## src/rtl/aodv_pkg.sv

```systemverilog
// Package for the AODV route table engine: operation codes, widths, item types.
// No dependencies.
`default_nettype none
package aodv_pkg;
  localparam int unsigned TableEntries = 16;
  localparam int unsigned IdxW = (TableEntries > 1) ? $clog2(TableEntries) : 1;
  localparam int unsigned CntW = $clog2(TableEntries + 1);

  localparam logic [2:0] OpUpdate     = 3'd0;
  localparam logic [2:0] OpLookup     = 3'd1;
  localparam logic [2:0] OpInvalidate = 3'd2;
  localparam logic [2:0] OpFresh      = 3'd3;
  localparam logic [2:0] OpRouteError = 3'd4;

  // Decoded request passed from front to back.
  typedef struct packed {
    logic       is_update;
    logic       is_invalidate;
    logic       is_fresh;
    logic       is_route_error;
    logic [7:0] destination;
    logic [7:0] via_node;
    logic [7:0] hops;
    logic [7:0] sequence_req;
    logic       valid;
  } req_t;
endpackage
`default_nettype wire

```

## src/rtl/aodv_front.sv

```systemverilog
// Front end: accepts input items, decodes the operation, two-entry request queue.
// Depends on aodv_pkg.
`default_nettype none
module aodv_front (
  input  wire logic               clk_i,
  input  wire logic               rst_ni,
  input  wire logic               s_tvalid_i,
  output logic                    s_tready_o,
  input  wire logic [39:0]        s_tdata_i,
  output logic                    req_valid_o,
  input  wire logic               req_ready_i,
  output aodv_pkg::req_t          req_o
);
  import aodv_pkg::*;

  req_t       buf_q [2];
  logic       wr_q, wr_d, rd_q, rd_d;
  logic [1:0] cnt_q, cnt_d;
  req_t       dec;
  logic [2:0] op;
  logic       push, pop;

  // Decode the incoming item
  always_comb begin
    op                 = s_tdata_i[2:0];
    dec.is_update      = (op == OpUpdate);
    dec.is_invalidate  = (op == OpInvalidate);
    dec.is_fresh       = (op == OpFresh);
    dec.is_route_error = (op == OpRouteError);
    dec.destination    = s_tdata_i[10:3];
    dec.via_node       = s_tdata_i[18:11];
    dec.hops           = s_tdata_i[26:19];
    dec.sequence_req   = s_tdata_i[34:27];
    dec.valid          = s_tdata_i[35];
  end

  assign s_tready_o  = (cnt_q != 2'd2);
  assign req_valid_o = (cnt_q != 2'd0);
  assign req_o       = buf_q[rd_q];
  assign push        = s_tvalid_i && s_tready_o;
  assign pop         = req_valid_o && req_ready_i;

  always_comb begin
    wr_d  = push ? ~wr_q : wr_q;
    rd_d  = pop ? ~rd_q : rd_q;
    cnt_d = cnt_q + {1'b0, push} - {1'b0, pop};
  end

  always_ff @(posedge clk_i or negedge rst_ni) begin
    if (!rst_ni) begin
      wr_q  <= 1'b0;
      rd_q  <= 1'b0;
      cnt_q <= 2'd0;
    end else begin
      wr_q  <= wr_d;
      rd_q  <= rd_d;
      cnt_q <= cnt_d;
    end
  end

  always_ff @(posedge clk_i) begin
    if (push) begin
      buf_q[wr_q] <= dec;
    end
  end
endmodule
`default_nettype wire

```

## src/rtl/aodv_back.sv

```systemverilog
// Back end: scans the table one entry a cycle, applies the operation, holds result.
// Depends on aodv_pkg.
`default_nettype none
module aodv_back (
  input  wire logic        clk_i,
  input  wire logic        rst_ni,
  input  wire logic        req_valid_i,
  output logic             req_ready_o,
  input  aodv_pkg::req_t   req_i,
  output logic             m_tvalid_o,
  input  wire logic        m_tready_i,
  output logic [23:0]      m_tdata_o
);
  import aodv_pkg::*;

  localparam logic [1:0] StIdle = 2'd0;
  localparam logic [1:0] StScan = 2'd1;
  localparam logic [1:0] StExec = 2'd2;
  localparam logic [1:0] StOut  = 2'd3;

  logic [1:0]        st_q, st_d;
  logic [TableEntries-1:0] used_q;
  logic [7:0]        dst_mem [TableEntries];
  logic [7:0]        nh_mem  [TableEntries];
  logic [7:0]        hop_mem [TableEntries];
  logic [7:0]        seq_mem [TableEntries];
  logic              val_mem [TableEntries];

  req_t              req_q;
  logic [CntW-1:0]   scan_q;
  logic              hit_q, free_ok_q;
  logic [IdxW-1:0]   hit_idx_q, free_idx_q;
  logic [23:0]       res_q;
  logic [IdxW-1:0]   si;

  assign si          = scan_q[IdxW-1:0];
  assign req_ready_o = (st_q == StIdle);
  assign m_tvalid_o  = (st_q == StOut);
  assign m_tdata_o   = res_q;

  always_comb begin
    st_d = st_q;
    case (st_q)
      StIdle: if (req_valid_i) st_d = StScan;
      StScan: if (scan_q == CntW'(TableEntries - 1) || (used_q[si] && dst_mem[si] ==
                  req_q.destination)) st_d = StExec;
      StExec: st_d = StOut;
      StOut:  if (m_tready_i) st_d = StIdle;
      default: st_d = StIdle;
    endcase
  end

  always_ff @(posedge clk_i or negedge rst_ni) begin
    if (!rst_ni) begin
      st_q   <= StIdle;
      used_q <= '0;
    end else begin
      st_q <= st_d;
      if (st_q == StExec && req_q.is_update && !hit_q && free_ok_q) begin
        used_q[free_idx_q] <= 1'b1;
      end
    end
  end

  // Scan, then execute on the found or allocated entry
  always_ff @(posedge clk_i) begin
    logic [IdxW-1:0] ix;
    logic            have, apply;
    logic [7:0]      s, nh;
    logic            v;
    case (st_q)
      StIdle: begin
        req_q     <= req_i;
        scan_q    <= '0;
        hit_q     <= 1'b0;
        free_ok_q <= 1'b0;
        free_idx_q <= '0;
      end
      StScan: begin
        scan_q <= scan_q + 1'b1;
        if (used_q[si] && dst_mem[si] == req_q.destination) begin
          hit_q     <= 1'b1;
          hit_idx_q <= si;
        end
        if (!used_q[si] && !free_ok_q) begin
          free_ok_q  <= 1'b1;
          free_idx_q <= si;
        end
      end
      StExec: begin
        ix    = hit_q ? hit_idx_q : free_idx_q;
        have  = hit_q || (req_q.is_update && free_ok_q);
        apply = 1'b0;
        s     = seq_mem[ix];
        nh    = nh_mem[ix];
        v     = val_mem[ix];
        if (req_q.is_update) begin
          apply = !hit_q ? free_ok_q :
                  (s < req_q.sequence_req ||
                   (s == req_q.sequence_req && hop_mem[ix] > req_q.hops));
          if (apply) begin
            s = req_q.sequence_req; nh = req_q.via_node; v = req_q.valid;
            dst_mem[ix] <= req_q.destination;
            nh_mem[ix]  <= req_q.via_node;
            hop_mem[ix] <= req_q.hops;
          end
        end else if (hit_q && (req_q.is_invalidate || req_q.is_route_error)) begin
          v = 1'b0;
          if (req_q.is_route_error) s = s + 8'd1;
        end
        seq_mem[ix] <= s;
        val_mem[ix] <= v;
        // fields low to high: next hop out, entry_found, route_fresh,
        // update_applied, table_full, sequence_out
        res_q <= {4'd0, have ? s : 8'd0,
                  req_q.is_update && !hit_q && !free_ok_q,
                  apply,
                  req_q.is_fresh && hit_q && v && (s >= req_q.sequence_req),
                  have,
                  (have && v) ? nh : 8'd0};
      end
      default: ;
    endcase
  end
endmodule
`default_nettype wire

```

## src/rtl/aodv_route_table_engine.sv

```systemverilog
// Top level of the AODV route table engine: front decoder/queue plus table back end.
// Depends on aodv_pkg, aodv_front, aodv_back.
// Each item passes through the front queue, then the back-end states Idle, Scan, Exec and
// Out; Scan stops at the matching entry, or after all TableEntries entries on a miss or new key.
// The back end handles one item at a time; the front queue holds two items meanwhile.
// Reset: asynchronous, active low; clears the entry-used bits, the back-end state and the front queue pointers.
`default_nettype none
module aodv_route_table_engine (
  input  wire logic        clk_i,
  input  wire logic        rst_ni,
  input  wire logic        s_axis_tvalid,
  output logic             s_axis_tready,
  // operation[2:0], destination[10:3], offered_next_hop[18:11], offered_hops[26:19],
  // sequence_req[34:27], offered_valid[35], zero fill
  input  wire logic [39:0] s_axis_tdata,
  output logic             m_axis_tvalid,
  input  wire logic        m_axis_tready,
  // next_hop_out[7:0], entry_found[8], route_fresh[9], update_applied[10],
  // table_full[11], sequence_out[19:12], zero fill
  output logic [23:0]      m_axis_tdata
);
  import aodv_pkg::*;

  logic req_valid, req_ready;
  req_t req;

  aodv_front u_front (
    .clk_i, .rst_ni,
    .s_tvalid_i (s_axis_tvalid), .s_tready_o (s_axis_tready), .s_tdata_i (s_axis_tdata),
    .req_valid_o (req_valid), .req_ready_i (req_ready), .req_o (req)
  );

  aodv_back u_back (
    .clk_i, .rst_ni,
    .req_valid_i (req_valid), .req_ready_o (req_ready), .req_i (req),
    .m_tvalid_o (m_axis_tvalid), .m_tready_i (m_axis_tready), .m_tdata_o (m_axis_tdata)
  );
endmodule
`default_nettype wire

```

## config.mk

```make
export PLATFORM = sky130hd
export DESIGN_NAME = aodv_route_table_engine
export DESIGN_NICKNAME = d
export VERILOG_FILES = /design/src/rtl/aodv_pkg.sv /design/src/rtl/aodv_front.sv /design/src/rtl/aodv_back.sv /design/src/rtl/aodv_route_table_engine.sv
export SDC_FILE = /design/constraint.sdc
export NUM_CORES = 1
export LEC_CHECK = 0
export BUFFER_PORTS_ARGS = -buffer_cell sky130_fd_sc_hd__buf_4
export CORE_UTILIZATION = 44
export DETAILED_ROUTE_END_ITERATION = 8
export PLACE_DENSITY_LB_ADDON = 0.3
export SLEW_MARGIN = 25
export SYNTH_ARGS = -nofsm -noshare
export SYNTH_HDL_FRONTEND = slang
export SYNTH_SLANG_ARGS = --single-unit
```

## constraint.sdc

```tcl
create_clock -name clk_i -period 5.94 [get_ports clk_i]
set_input_delay 0.297 -clock clk_i [delete_from_list [all_inputs] [get_ports clk_i]]
set_output_delay 0.297 -clock clk_i [all_outputs]
set_load 0.01 [all_outputs]
```

==> results of run 1 <==
==> layer usage <==
metal	global-route usage, %	part of all wire [%]
met5	0	0
met4	5.87	1.9
met3	3.48	6.8
met2	31.8	49
met1	26.8	43
==> cell families (layout without fill, tap and decap cells) <==
family | after synthesis | count (layout) | synth area share [%]
other cells | 1 | 4 | 0.0132
flops | 700 | 700 | 73.7
buf+inv | 116 | 332 | 1.89
compound gates | 286 | 286 | 7.26
mux | 160 | 160 | 9.56
xor+xnor | 20 | 20 | 0.645
fa+ha+maj | 33 | 33 | 1.46
simple gates | 292 | 292 | 5.50
==> cell usage in the layout, fill, tap and decap left out, drive strengths merged, types with 9 or more instances in the layout <==
cell type	count
edfxtp	674
buf	138
clkbuf	89
mux4	84
nand2	82
nor2	70
o21bai	52
a211oi	48
mux2	39
and2	38
dlygate4sd3	37
mux2i	37
ha	33
o21ai	32
inv	31
a31oi	30
clkinv	29
nor3	26
dfrtp	22
a21oi	20
a21o	19
o22ai	18
a41oi	17
nand2b	12
xnor2	12
nor2b	11
nor4	11
a22o	10
a221oi	10
nand3	9
==> power groups by stage <==
stage | Combinational, W | Sequential [W] | Clock [W]
global placement | 0.00521 | 0.00745 | 0
finish | 0.00535 | 0.00740 | 0.00437
global route | 0.00581 | 0.00748 | 0.00462
floorplan | 0.00355 | 0.00721 | 0
CTS | 0.00536 | 0.00739 | 0.00445
detailed placement | 0.00532 | 0.00749 | 0
==> through the flow <==
| stage | hold slack, ns | area (um2) | utilization (%) | TNS, ns | std cells |
|---|---|---|---|---|---|
| 2_1_floorplan | 0.00141 | 28300 | - | -24.89 | 1611 |
| 3_3_place_gp | 0.201 | 30200 | 47.7 | 0 | 2508 |
| 3_5_place_dp | 0.201 | 30200 | 47.7 | 0 | 2508 |
| 4_1_cts | 0.00713 | 32900 | 51.9 | 0 | 2673 |
| 5_1_grt | 0.0500 | 32900 | 51.9 | 0 | 2673 |
| 6_report | 0.0317 | 32900 | 51.9 | 0 | 2673 |
==> state kept, by name (all words and copies together) (netlist names), named ones only <==
name	cells
u_back.st_q	2
u_back.nh_mem	128
u_back.hit_idx_q	4
u_front.cnt_q	2
u_back.scan_q	5
u_back.dst_mem	128
u_back.free_ok_q	1
u_back.req_q	37
u_front.rd_q	1
u_front.buf_q	74
u_back.m_tdata_o	20
u_back.hop_mem	128
u_back.val_mem	16
u_back.free_idx_q	4
u_back.hit_q	1
u_back.seq_mem	128
u_front.wr_q	1
u_back.used_q	16
==> path summary, 6_finish.rpt <==
check                                        startpoint                             end  slack [ns]  cells past startpoint
max                              u_back.hit_q$_DFFE_PP_   u_back.m_tdata_o[9]$_DFFE_PP_        0.42                     22
min                                     s_axis_tdata[1]  u_front.buf_q[0][36]$_DFFE_PP_        0.03                      2
max reg2reg                      u_back.hit_q$_DFFE_PP_   u_back.m_tdata_o[9]$_DFFE_PP_        0.42                     22
min reg2reg                u_back.used_q[6]$_DFFE_PN0P_    u_back.used_q[6]$_DFFE_PN0P_        0.45                      1
max in group asynchronous                        rst_ni        u_front.rd_q$_DFFE_PN0P_        5.57                      2
min in group asynchronous                        rst_ni        u_front.wr_q$_DFFE_PN0P_        0.13                      2
==> timing repair <==
action                                 CTS  global route
setup endpoints to repair                0             1
endpoints found under the hold margin   91             0
gates resized for setup                  0             8
hold buffers                            37             0
==> cell type report <==
type / count / area [um2] / area share (%)
multi-input combinational: 795 / 7090 / 21.6
inverter: 29 / 109 / 0.331
tap: 846 / 1060 / 3.22
sequential: 700 / 20900 / 63.5
clock buffer: 89 / 1920 / 5.83
clock inverter: 39 / 362 / 1.10
timing repair buffer: 175 / 1480 / 4.49
==> run_results.csv, run 1 <==
group,metric,value,unit
run_status,status,"complete, no violations",
logic_synthesis,mappedNetlistArea,28300,um2
logic_synthesis,synth_top_area_cell,"edfxtp_1",
grt,grt_pass1_vias,15506,
logic_synthesis,post-synth-top-count-cell,"edfxtp_1",
pwr,p_per_area,520,nW/um2
pwr,combPwrFrac,31.2,%
logic_synthesis,yosys_most_used_dff,"edfxtp_1",
placement,io_buffers,61,
floorplanning,die_h,256,um
setup_path,cpMostUsedCell,"a21o_1",
sta,clock_skew,0.0268,ns
final_layout,area_growth,16.1,%
sta,setup_violations,0,
logic_synthesis,synth_edf_count,674,
clock_network,insertion_delay,0.61,ns
sta,slew_viol_final,0,
clock_network,cts_tree,"done",
pwr,p_clk_share,25.5,%
floorplanning,die_area,65400,um2
final_layout,drive_above_1_share,22.5,%
placement,dp_slack,0.126,ns
clock_network,numCtsBuffers,70,
placement,dp_hpwl,38400,um
setup_path,cp_slowest_cell,"a2111oi_0",
final_layout,num-fill-cells,5109,
logic_synthesis,yosys-top-cells-count,"674 x edfxtp_1, 83 x mux4_2, 82 x nand2_1, 70 x nor2_1, 52 x o21bai_1",
floorplanning,core,63300,um2
clock_network,clk_pin_slew_worst_paths,0.06,ns
clock_network,cts-root-buf,"clkbuf_16",
routing,ant_nets,0,
logic_synthesis,yosys.cell_types.count,72,
routing,via_count,15203,
final_layout,final_nets,1848,
pwr,seq_power_share,43.2,%
logic_synthesis,synth_seq_cells,700,
setup_path,startpoint_type,"flip-flop",
worst_hold_path,hold_path.class,"input port to flip-flop",
setup_path,crit_chain,"buf_8, mux2i_4, buf_12, buf_6, mux4_2, a221oi_1, ha_1, nand2b_1, a21oi_1, o21bai_1, a211oi_2, nor2_1, mux2i_1, a21o_1, ha_1, nand2b_1, a21o_1, a21o_1, a21o_1, a21o_1, a2111oi_0, nor3b_1",
routing,drt_iter0_markers,1668,
setup_path,critical-path-top-delay-family,"compound AO/OA/AOI/OAI gates",
logic_synthesis,synth_cells,1608,
routing,wire_per_inst,23.8,um
routing,vias_per_cell,5.69,
setup_path,path_class,"flip-flop to flip-flop",
grt,grt_usage,19.5,%
sta,fin_crit,5.52,ns
logic_synthesis,synth_top_area_share,71.4,%
sta,fmax,181,MHz
floorplanning,ios,70,
clock_network,cts_setup_buffers,0,
logic_synthesis,ys_warn_count,0,
sta,layout_setup_ws,0.418,ns
logic_synthesis,synth.area.top_cells,"edfxtp_1 71%, mux4_2 6.6%, dfrtp_1 1.9%",
sta,rsz0062_at_grt,"false",
sta,worst_pin_slew,1.03,ns
grt,grt_max_degree,73,
grt,grt_overflow_total,0,
setup_path,cp-end-kind,"flip-flop",
sta,period_share,93.0,%
sta,relSlewSlack,31.2,%
routing,drc,0,
setup_path,worstPathMaxFanout,32,
grt,antenna_found_initial,0,
setup_path,cpPeakStageDelay,0.43,ns
logic_synthesis,synth.avg_cell_area,17.6,um2
flow_run,drv_cap,0,
pwr,p_sw,0.00565,W
setup_path,path_buf_inv,3,
floorplanning,std_cell_rows,92,
setup_path,critPathArrivalTime,5.85,ns
clock_network,cts_max_level,3,
clock_network,clockBufferDepth,3,
setup_path,required,6.27,ns
placement,gp_congestion,0.858,
pwr,leakage,11.1,nW
routing,dr.pass1.iters,5,
routing,totalWireLength,63500,um
pwr,ir_drop,314,uV
pwr,power.total,0.0171,W
clock_network,cts_sinks,700,
floorplanning,dieWidth,256,um
logic_synthesis,synthArstFlopShare,3.14,%
sta,hold_viol_final,0,
grt,grt_pass1_wl,95900,um
final_layout,num_antenna_cells,0,
logic_synthesis,synth_seq_area_share,73.7,%
pwr,swShare,33.0,%
floorplanning,start_util,44.7,%
pwr,internal-power,0.0115,W
Power figures use the tool's default switching activity.
==> inputs of run 2 (changes only) <==
--- a/config.mk
+++ b/config.mk
@@ -5,9 +5,12 @@
 export SDC_FILE = /design/constraint.sdc
 export NUM_CORES = 1
 export LEC_CHECK = 0
-export BUFFER_PORTS_ARGS = -buffer_cell sky130_fd_sc_hd__buf_4
+export ABC_AREA = 1
+export CELL_PAD_IN_SITES_DETAIL_PLACEMENT = 1
+export CELL_PAD_IN_SITES_GLOBAL_PLACEMENT = 1
 export CORE_UTILIZATION = 44
 export DETAILED_ROUTE_END_ITERATION = 8
+export DONT_BUFFER_PORTS = 1
 export PLACE_DENSITY_LB_ADDON = 0.3
 export SLEW_MARGIN = 25
 export SYNTH_ARGS = -nofsm -noshare
==> run_results.csv, run 2 <==
group,metric,value,unit
run_status,status,"complete, no violations",
pwr,leakage,12.1,nW
routing,ant_nets,0,
routing,vias_per_cell,5.54,
setup_path,cp-end-kind,"flip-flop",
logic_synthesis,synth.area.top_cells,"edfxtp_1 71%, nand2_1 7.8%, inv_1 2.6%",
sta,relSlewSlack,31.9,%
routing,dr.pass1.iters,6,
final_layout,area_growth,14.6,%
placement,io_buffers,0,
logic_synthesis,synth_cells,2278,
final_layout,num-fill-cells,6409,
clock_network,cts_tree,"done",
clock_network,numCtsBuffers,75,
final_layout,post-route-util,51.2,%
sta,period_share,93.1,%
floorplanning,ios,70,
sta,setup_violations,0,
floorplanning,dieWidth,256,um
logic_synthesis,ys_warn_count,0,
clock_network,clockBufferDepth,3,
routing,via_count,18149,
setup_path,startpoint_type,"flip-flop",
logic_synthesis,post-synth-top-count-cell,"edfxtp_1",
routing,totalWireLength,76700,um
final_layout,final_common_cell,"edfxtp_1",
routing,wire_per_inst,23.4,um
clock_network,cts-root-buf,"clkbuf_16",
logic_synthesis,synth_seq_cells,700,
routing,wl_met1,32200,um
grt,grt_pass1_wl,115000,um
logic_synthesis,synth_seq_area_share,73.6,%
grt,antenna_found_initial,6,
final_layout,drive_above_1_share,10.1,%
setup_path,cpMostUsedCell,"nand2_1",
sta,worst_pin_slew,1.02,ns
clock_network,insertion_delay,0.63,ns
floorplanning,core,63400,um2
routing,drt_iter0_markers,1422,
pwr,p_per_area,581,nW/um2
flow_run,drv_cap,0,
logic_synthesis,yosys-top-cells-count,"674 x edfxtp_1, 586 x nand2_1, 195 x inv_1, 141 x nor2_1, 93 x nand3_1",
sta,holdWs,0.112,ns
grt,grt_max_degree,80,
sta,fin_crit,5.53,ns
logic_synthesis,synth_top_area_cell,"edfxtp_1",
sta,slew_viol_final,0,
logic_synthesis,yosys_most_used_dff,"edfxtp_1",
clock_network,cts_max_level,3,
floorplanning,die_h,256,um
setup_path,cp_slowest_cell,"edfxtp_1",
final_layout,final_nets,2444,
grt,grt_pass1_vias,19102,
setup_path,required,6.30,ns
placement,dp_hpwl,45500,um
routing,route.met3.wl,4450,um
routing,drc,0,
pwr,ir_drop,355,uV
logic_synthesis,yosys.cell_types.count,47,
sta,timing.setup.tns,0,ns
setup_path,path_class,"flip-flop to flip-flop",
sta,clock_skew,0.0336,ns
logic_synthesis,synth_edf_count,674,
setup_path,critPathArrivalTime,5.89,ns
floorplanning,std_cell_rows,92,
logic_synthesis,mappedNetlistArea,28400,um2
clock_network,clk_pin_slew_worst_paths,0.06,ns
logic_synthesis,synth.avg_cell_area,12.5,um2
worst_hold_path,hold_path.class,"input port to flip-flop",
floorplanning,die_area,65500,um2
setup_path,critical-path-top-delay-family,"simple AND/OR/NAND/NOR gates",
grt,grt_usage,23.4,%
clock_network,cts_sinks,700,
sta,hold_viol_final,0,
setup_path,worstPathMaxFanout,18,
setup_path,path_buf_inv,4,
placement,gp_congestion,0.833,
routing,top_layer,"met5",
routing,route.met2.wl,38000,um
logic_synthesis,synth_top_area_share,71.4,%
setup_path,cpPeakStageDelay,0.53,ns
logic_synthesis,synthArstFlopShare,3.14,%
final_layout,layout_common_cells,"674 x edfxtp_1, 586 x nand2_1, 191 x inv_1",
sta,fmax,181,MHz
floorplanning,start_util,44.7,%
grt,grt_overflow_total,0,
-- run 2: cell types whose count changed after synthesis, moves of 31 or more --
cell      change
o21ai_0      +61
o22ai_1      +39
a211oi_1     -47
and2_1       -31
mux2i_1      -37
inv_1       +166
o21bai_1     -42
nand2_1     +504
nand3_1      +84
a21oi_1      +32
nor2_1       +71
mux4_2       -83
a22oi_1      +76
mux2_2       -38
-- run 2: cell type report --
class / instances / area [um2] / area share, %
clock inverters: 46 / 443 / 1.36
inverters: 203 / 773 / 2.38
flip-flops and latches: 700 / 20900 / 64.2
multi-input cells: 1278 / 6410 / 19.7
well taps: 846 / 1060 / 3.26
clock buffers: 91 / 1980 / 6.09
diodes: 1 / 2.50 / 0.00770
repair buffers: 109 / 960 / 2.95
-- run 2: logic make-up (layout without fill, tap and decap cells) --
kind of cell | Yosys count | count (layout) | synth area share [%]
xor+xnor | 4 | 4 | 0.124
buf+inv | 303 | 449 | 4.31
flops | 700 | 700 | 73.6
compound gates | 351 | 351 | 7.78
other cells | 1 | 5 | 0.0132
simple gates | 886 | 886 | 12.7
fa+ha+maj | 33 | 33 | 1.46
-- run 2: worst register-to-register path, delay by kind of cell, from the launching register on --
kind / cells / cell delay, ns
adder cells (fa/ha/maj): 2 / 0.69
flip-flops: 1 / 0.53
AND/OR/NAND/NOR: 19 / 2.22
buffers and inverters: 4 / 1.17
AO/OA/AOI/OAI: 4 / 0.69
-- run 2: path summary, 6_finish.rpt --
| path | slack [ns] | to | startpoint | cells past startpoint |
|---|---|---|---|---|
| worst max-delay path | 0.41 | u_back.m_tdata_o[9]$_DFFE_PP_ | u_back.hit_q$_DFFE_PP_ | 29 |
| worst min-delay path | 0.11 | u_front.wr_q$_DFFE_PN0P_ | s_axis_tvalid | 4 |
| worst max register to register | 0.41 | u_back.m_tdata_o[9]$_DFFE_PP_ | u_back.hit_q$_DFFE_PP_ | 29 |
| worst min register to register | 0.46 | u_back.used_q[1]$_DFFE_PN0P_ | u_back.used_q[1]$_DFFE_PN0P_ | 2 |
| max in group asynchronous | 5.36 | u_back.used_q[4]$_DFFE_PN0P_ | rst_ni | 2 |
| min in group asynchronous | 0.23 | u_back.used_q[11]$_DFFE_PN0P_ | rst_ni | 2 |
-- run 2: what timing repair did --
| action | in CTS | in global routing |
|---|---|---|
| setup buffers | 0 | 4 |
| endpoints found under the setup margin | 0 | 386 |
| endpoints found under the hold margin | 98 | 22 |
| gates resized for setup | 0 | 8 |
| hold buffers | 39 | 1 |
-- run 2: metal layers --
metal,GRT usage (%),vias to the layer above
li1,-,8197
met1,30.3,9223
met2,40.2,596
met3,4.00,127
met4,7.22,6
met5,0,-
-- run 2: power breakdown --
part | total, W | switching, W | internal, W
Clock | 0.00463 | 0.00193 | 0.00269
Combinational | 0.00651 | 0.00467 | 0.00184
Sequential | 0.00775 | 0.000710 | 0.00704
-- run 2: per-stage QoR --
stage | cell area [um2] | power (W) | std cells | worst slack, ns
finish | 32500 | 0.0189 | 3274 | 0.412
global route | 32500 | 0.0199 | 3274 | -0.0118
CTS | 32400 | 0.0189 | 3268 | 0.115
detailed placement | 29600 | 0.0142 | 3092 | 0.263
global placement | 29600 | 0.0138 | 3092 | 0.357
floorplan | 28400 | 0.0116 | 2281 | 0.515
==> inputs of run 3 (changes only) <==
--- a/config.mk
+++ b/config.mk
@@ -11,7 +11,7 @@
 export CORE_UTILIZATION = 44
 export DETAILED_ROUTE_END_ITERATION = 8
 export DONT_BUFFER_PORTS = 1
-export PLACE_DENSITY_LB_ADDON = 0.3
+export PLACE_DENSITY_LB_ADDON = 0.1
 export SLEW_MARGIN = 25
 export SYNTH_ARGS = -nofsm -noshare
 export SYNTH_HDL_FRONTEND = slang
==> run_results.csv, run 3 (synthesis gave the netlist of run 2 again) <==
group,metric,value,unit
run_status,status,"complete, no violations",
clock_network,cts_sinks,700,
grt,grt_use_met1,30.9,%
floorplanning,dieWidth,256,um
grt,antenna_found_initial,4,
routing,wire_per_inst,22.7,um
setup_path,cpMostUsedCell,"nand2_1",
clock_network,cts_setup_buffers,0,
grt,met3_usage,3.87,%
pwr,p_per_area,578,nW/um2
setup_path,cp_slowest_cell,"nor3_2",
routing,drc,0,
setup_path,path_class,"flip-flop to flip-flop",
floorplanning,ios,70,
final_layout,drive_above_1_share,9.66,%
sta,timing.setup.tns,0,ns
clock_network,clk_pin_slew_worst_paths,0.06,ns
routing,totalWireLength,74500,um
floorplanning,start_util,44.7,%
grt,met2_usage,37.7,%
final_layout,seqCellArea,20900,um2
sta,clock_skew,0.0186,ns
placement,gp_congestion,0.801,
final_layout,final_nets,2451,
flow_run,drv_cap,0,
clock_network,cts_tree,"done",
placement,dp_hpwl,46500,um
sta,fmax,182,MHz
floorplanning,die_h,256,um
pwr,leakage,12.1,nW
setup_path,crit_chain,"inv_2, nand2_1, nand2_2, nand2_1, buf_12, inv_1, a22oi_1, a21oi_1, nor4_2, ha_1, nand2_1, nor3_1, buf_4, nor2_1, nand2_1, nand3_1, nand2_1, nor2_1, buf_4, inv_1, nor3_2, buf_4",
pwr,ir_drop,287,uV
placement,numPlacedInstances,3101,
final_layout,final_cell_area,32500,um2
routing,vias_per_cell,5.45,
routing,dr.pass1.iters,5,
setup_path,cp-end-kind,"flip-flop",
grt,top_usage_layer,"met2",
final_layout,layout_common_cells,"674 x edfxtp_1, 586 x nand2_1, 195 x inv_1",
sta,period_share,92.6,%
setup_path,critical-path-top-delay-family,"simple AND/OR/NAND/NOR gates",
sta,rsz0062_at_grt,"false",
setup_path,startpoint_type,"flip-flop",
grt,grt_usage,22.8,%
floorplanning,std_cell_rows,92,
setup_path,regToRegSetupSlack,0.44,ns
final_layout,final_common_cell,"edfxtp_1",
floorplanning,die_area,65500,um2
sta,hold_viol_final,0,
pwr,power.total,0.0188,W
setup_path,critPathArrivalTime,5.80,ns
setup_path,required,6.23,ns
worst_hold_path,hold_path.class,"input port to flip-flop",
sta,fin_crit,5.50,ns
setup_path,path_buf_inv,7,
clock_network,cts-root-buf,"clkbuf_16",
clock_network,cts_max_level,3,
setup_path,cpPeakStageDelay,0.70,ns
placement,io_buffers,0,
routing,drt_iter0_markers,1206,
floorplanning,core,63400,um2
clock_network,numCtsBuffers,77,
grt,grt_pass1_vias,18777,
setup_path,worstPathMaxFanout,41,
grt,grt_pass1_wl,113000,um
final_layout,finalNonFillerCells,3279,
clock_network,insertion_delay,0.62,ns
sta,setup_violations,0,
final_layout,multi_input_area,6420,um2
grt,grt_max_degree,78,
sta,relSlewSlack,28.5,%
sta,worst_pin_slew,1.07,ns
routing,via_count,17855,
final_layout,area_growth,14.5,%
grt,grt_overflow_total,0,
routing,ant_nets,0,
final_layout,num-fill-cells,6423,
placement,placed_cell_area,29700,um2
final_layout,post-route-util,51.2,%
sta,slew_viol_final,0,
clock_network,clockBufferDepth,3,
## run 3: changes by cell type in the layout (fill, tap and decap cells not counted), moves of 4 or more
cell and change:
clkinv_2 -5, clkinvlp_4 -4, inv_1 +4, buf_12 +4
bufinv_16 -5, buf_4 +5, clkinv_1 +10
## run 3: final cells by class
cell class                 instances  share of cell area [%]
antenna                            1                 0.00771
clock buffer                      97                    6.36
clock inverter                    40                   0.778
inverter                         203                    2.35
multi-input combinational       1278                    19.8
sequential                       700                    64.3
tap                              846                    3.26
timing repair buffer             114                    3.20
## run 3: per-layer routing
metal  wire length, um  vias to the layer above
li1                  -                     8220
met1             33200                     9091
met2             36000                      389
met3              3270                      149
met4              2020                        6
met5                37                        -
## run 3: power by group
group | switching, W | leakage (nW) | internal, W
Clock | 0.00191 | 1.13 | 0.00254
Combinational | 0.00466 | 4.51 | 0.00187
Sequential | 0.000731 | 6.45 | 0.00704
## run 3: stage by stage
stage	setup slack [ns]	hold WS (ns)
4_1_cts	0.279	0.0808
3_5_place_dp	0.301	0.00205
3_3_place_gp	0.452	0.00241
6_report	0.438	0.111
2_1_floorplan	0.515	0.00141
5_1_grt	0.00639	0.0955
## run 3: worst min-delay path: stages
cell	delay [ns]
nand2_1	0.14
inv_1	0.13
nor2_1	0.05
nor2_1	0.07
## run 3: final timing paths
kind	startpoint	depth (start not counted)	to
worst max-delay path	u_back.hit_q$_DFFE_PP_	22	u_back.dst_mem[12][2]$_DFFE_PP_
worst min-delay path	s_axis_tvalid	4	u_front.wr_q$_DFFE_PN0P_
max in group asynchronous	rst_ni	2	u_back.used_q[2]$_DFFE_PN0P_
worst min register to register	u_back.used_q[15]$_DFFE_PN0P_	2	u_back.used_q[15]$_DFFE_PN0P_
min in group asynchronous	rst_ni	2	u_back.used_q[5]$_DFFE_PN0P_
worst max register to register	u_back.hit_q$_DFFE_PP_	22	u_back.dst_mem[12][2]$_DFFE_PP_
## run 3: repair_timing
action	in CTS	in global routing
hold buffers	39	1
resized for setup	0	2
endpoints found under the hold margin	98	22
setup endpoints to repair	0	3
